### src/rtl/smds_pkg.sv
// Shared constants, command codes and controller/datapath link types for the double stack.
package smds_pkg;

  localparam int DEPTH  = 256;
  localparam int DATA_W = 32;
  localparam int ADDR_W = $clog2(DEPTH);
  localparam int CNT_W  = ADDR_W + 1;

  typedef enum logic [1:0] {
    CMD_PUSH  = 2'd0,
    CMD_POP   = 2'd1,
    CMD_PEEK  = 2'd2,
    CMD_CLEAR = 2'd3
  } cmd_t;

  localparam logic SIDE_LOW  = 1'b0;
  localparam logic SIDE_HIGH = 1'b1;

  // Controller to datapath
  typedef struct packed {
    logic load_item;
    logic exec;
    logic load_out;
  } dp_cmd_t;

  // Datapath to controller
  typedef struct packed {
    logic out_busy;
  } dp_status_t;

endpackage

### src/rtl/smds_ctrl.sv
// Sequencer: accept an item, execute it, then load the result register.
module smds_ctrl (
  input  logic                  clk,
  input  logic                  rst,
  input  logic                  req_valid,
  output logic                  req_ready,
  input  smds_pkg::dp_status_t  status,
  output smds_pkg::dp_cmd_t     cmd
);
  import smds_pkg::*;

  typedef enum logic [2:0] {
    ST_IDLE = 3'b001,
    ST_EXEC = 3'b010,
    ST_LOAD = 3'b100
  } state_t;

  state_t state, state_next;

  always_ff @(posedge clk) begin
    if (rst) begin
      state <= ST_IDLE;
    end else begin
      state <= state_next;
    end
  end

  always_comb begin
    state_next    = state;
    cmd.load_item = 1'b0;
    cmd.exec      = 1'b0;
    cmd.load_out  = 1'b0;
    req_ready     = 1'b0;
    unique case (state)
      ST_IDLE: begin
        req_ready     = 1'b1;
        cmd.load_item = req_valid;
        if (req_valid) state_next = ST_EXEC;
      end
      ST_EXEC: begin
        cmd.exec   = 1'b1;
        state_next = ST_LOAD;
      end
      ST_LOAD: begin
        // hold until the result register frees up
        if (!status.out_busy) begin
          cmd.load_out = 1'b1;
          state_next   = ST_IDLE;
        end
      end
      default: state_next = ST_IDLE;
    endcase
  end

  a_accept_to_exec: assert property (@(posedge clk) disable iff (rst)
    req_valid && req_ready |=> state == ST_EXEC)
    else $error("accepted beat not followed by execute");

  a_load_free: assert property (@(posedge clk) disable iff (rst)
    cmd.load_out |-> !status.out_busy)
    else $error("result loaded over a pending beat");
endmodule

### config.mk
export PLATFORM = sky130hd
export DESIGN_NAME = smds_ctrl
export DESIGN_NICKNAME = d
export VERILOG_FILES = /design/src/rtl/smds_pkg.sv /design/src/rtl/smds_ctrl.sv
export SDC_FILE = /design/constraint.sdc
export NUM_CORES = 1
export LEC_CHECK = 0
export ABC_AREA = 1
export BUFFER_PORTS_ARGS = -buffer_cell sky130_fd_sc_hd__buf_4
export CAP_MARGIN = 20
export CORE_AREA = 3 3 40 42
export CTS_CLUSTER_DIAMETER = 40
export DETAILED_ROUTE_END_ITERATION = 6
export DIE_AREA = 0 0 43 45
export HOLD_SLACK_MARGIN = 0.15
export SYNTH_ARGS = -nofsm -noshare
export SYNTH_HDL_FRONTEND = slang
export SYNTH_SLANG_ARGS = --single-unit
### constraint.sdc
create_clock -name clk -period 2.3 [get_ports clk]
set_input_delay 0.23 -clock clk [delete_from_list [all_inputs] [get_ports clk]]
set_output_delay 0.23 -clock clk [all_outputs]
set_load 0.02 [all_outputs]
# == Word level (Yosys, flattened, before mapping) ==
# Index checks and enable logic that the tools add are counted.
# word_totals
inputBits,4
word_cells,15
ff_bits,3
out_inout_bits,4
# op_classes
n_eq_ne,5
n_reduce_logical,1
muxes,8
# op_table
cell,count
$pmux 3 s3,1
$mux 3,2
$mux 1,5
$ne 2x2->1 const B,2
$eq 3x1->1 const B,1
$eq 3x2->1 const B,1
$eq 3x3->1 const B,1
$reduce_and 2->1,1

# == Logic depth before layout (Yosys ltp) ==
# logic_depth
word_depth,3
ltp_mapped,5
ltp_nobuf,5

# == Least setup slack after synthesis ==
# Ideal clock, no wire load.
# synth_path
path_type,flip-flop to output port
startpoint,register state[2]
endpoint,output port cmd[0] in the netlist's numbering
slack_ps,991
required_time_ps,2070
t_arrival_ps,1079
path_buffers,0
stages_incl_launch_ff,3
path_cell_list,dfxtp_1 -> inv_1 -> nor4_1
# synth_rtl
element,line,rtl
start: declaration,smds_ctrl.sv:18,"state_t state, state_next;"
start signal: assignment,smds_ctrl.sv:24,state <= state_next;
end: declaration,smds_ctrl.sv:8,output smds_pkg::dp_cmd_t cmd

==> results.md <==
- Initial antenna violation count: 0
- Biggest regs: state: 3 flops
- Starting Density: 0.123
- HP Start: rst
- Layout cells sized above 1: 0.469
- Comb pwr share: 0.215
- Fmax: about 0.77 GHz
- DIE AREA: 1940 um^2
- Reg2reg start: state[1]$_SDFFE_PP0P_
- Setup violators final: 0
- Final ANT Viol Nets: 0
- Gr ovfl total: 0
- Core Area: roughly 1300 um^2
- Antenna cell count: 0
- Total Wirelength: between 300 and 400 um
- H-tree levels: 1
- Die Width: 43 um
- Clock Skew: 0.00448 ns
- Worst Path Arrival: ~1.1 ns
- Slew @ Worst Pin: roughly 0.24 ns
- Clock tree sinks: 3
- End of the worst hold path: state[2]$_SDFFE_PP0P_
- Sequential-to-total area share from yosys stat: 0.381
- Max transition margin: 0.841
- Critical path startpoint category: register
- Num rows: 13
- Crit path kind: register to output pin
- Yosys Warn Count: 0
- Pint: 140 uW
- #FFs+latches synth: 3
- Max-cap violation count: 0
- Crit share post-route: 0.563
- Placed cells: 43
- Hold Crit Class: input pin to register
- GRT Overall Usage: 0.0416
- TritonCTS Buffers: 3
- CTS clk-pin slew, worst paths: roughly 0.04 ns
- RSZ-0062 raised after global routing: no
- Fill count: 147
- Peak supply drop: 0.368 mV
- Largest Register: state
- Worst R2R End: state[0]$_SDFFE_PP1P_
- Gates resized, CTS repair: 0
- Post-Layout Cell Count: 47
- Global-route wire length before repair: roughly 540 um
- Cell count after synthesis: 22
- R2r setup slk: 1.47 ns
- Worst-skew pair later-pin latency: 0.23 ns
- CP Data Required Time: 2.07 ns
- Final #Nets: 37
- Outcome: finished clean
- Layout area overhead: 57.1%
- DRT Pass-1 Iters: 4
- Most frequent cells in the layout: buf_4 (7), inv_1 (5), nand3_1 (3), clkbuf_4 (3), dfxtp_1 (3)
- CTS root buf: clkbuf_4
- Largest net degree at the start of global routing: 5
- Setup TNS: 0 ns
- Io pins: 8
- Via-per-instance ratio: 3.43
- DR WL/cell: between 7 and 8 um
- Synth cell types: 12
- Post-CTS setup buffers: 0
- R2R depth: 3
- Die Y-Extent: 45 um
- Pwr Density: 785 nW/um^2
- Vias in the first global route: 135
- Most common cell after layout, fill and taps aside: buf_4
- Leakage Power: 0.000131 uW
- Critical Path Sink Type: output pin
- Synth Net Count: 26
- Minimum clock period: 1.30 ns
- # DRC: 0
- Detailed placer's ending HPWL: 252 um
- Reg area: 60.1 um^2
- Largest register FFs: 3
- CP Max Fanout: 3
- Via count: 161
- CTS tree: built
- Clk network pwr share: 0.473
- Psw: 55.0 uW
- Area of the multi-input gates: roughly 68 um^2
- Hold_buf cts: 0
- Pins Over Slew Limit: 0
- Synthesized area: 158 um^2
- Sequential Power Share: 0.313
- GP Congestion: 0.577
- Switching fraction of total power: 0.283
- DR iter-0 viols: 7
- Mean Syn Cell Area: roughly 7 um^2
- Final Hold Viols: 0
- Hold Path Stages: 2
- Port buffer count: 7
- CTS max path bufs: 2
-- kinds of logic after synthesis --
logic type,Yosys count,share of synthesized area
AOI/OAI and AO/OA,1,0.0317
and+or+nand+nor,11,0.397
DFF,3,0.381
buffers and inverters,7,0.190
-- power by group through the flow --
| stage | Clock, uW | Sequential (uW) | Combinational, uW |
|---|---|---|---|
| final | 92.0 | 60.8 | 41.7 |
| after global routing | 105 | 61.7 | 45.7 |
| after CTS | 96.7 | 60.9 | 42.4 |
| after detailed placement | 0 | 61.6 | 42.0 |
| after global placement | 0 | 61.4 | 41.8 |
| after floorplan | 0 | 60.7 | 27.1 |
-- worst max-delay path, cell delays in order, from the launching register on --
cell and delay, ns:
dfxtp_1 0.35, inv_1 0.06, nor4_1 0.23, buf_4 0.19
-- how the worst max path moves through the flow --
stage,start,to,slack (ns)
CTS,state[2]$_SDFFE_PP0P_,cmd[0],0.99
global placement,state[2]$_SDFFE_PP0P_,cmd[0],1.23
detailed placement,state[2]$_SDFFE_PP0P_,cmd[0],1.25
global route,state[2]$_SDFFE_PP0P_,cmd[0],0.91
finish,state[2]$_SDFFE_PP0P_,cmd[0],1.00
floorplan,state[2]$_SDFFE_PP0P_,cmd[0],0.99
-- per-stage QoR --
stage / cell area, um^2 / hold slack (ns) / total power [uW] / setup slack (ns) / utilization
CTS: 248 / 0.163 / 200 / 0.993 / 0.193
floorplan: 158 / 0.299 / 87.8 / 0.991 / -
finish: 248 / 0.169 / 195 / 1.00 / 0.193
global placement: 221 / 0.408 / 103 / 1.23 / 0.172
detailed placement: 221 / 0.412 / 104 / 1.25 / 0.172
global route: 248 / 0.165 / 213 / 0.909 / 0.193
-- synthesized netlist by cell type (all sizes together) --
master  instances  share of area
a21oi           1          0.032
buf             1          0.048
dfxtp           3           0.38
inv             6           0.14
nand2           2          0.079
nand3           4           0.16
nor2            3          0.087
nor3            1          0.032
nor4            1          0.040
-- final cells by class --
| type | instances | share of cell area |
|---|---|---|
| Clock buffer | 4 | 0.106 |
| Tap cell | 15 | 0.0758 |
| Inverter | 6 | 0.0909 |
| Timing Repair Buffer | 7 | 0.212 |
| Sequential cell | 3 | 0.242 |
| Multi-Input combinational cell | 12 | 0.273 |
-- layer usage --
| metal | global-route usage | vias up | wire, um |
|---|---|---|---|
| li1 | - | 88 | - |
| met3 | 0.0518 | 0 | 56 |
| met4 | 0.0181 | 0 | 0 |
| met5 | 0 | - | 0 |
| met1 | 0.0505 | 61 | 176 |
| met2 | 0.0389 | 12 | 97 |
Note: power is estimated with default switching activity, not from simulation.
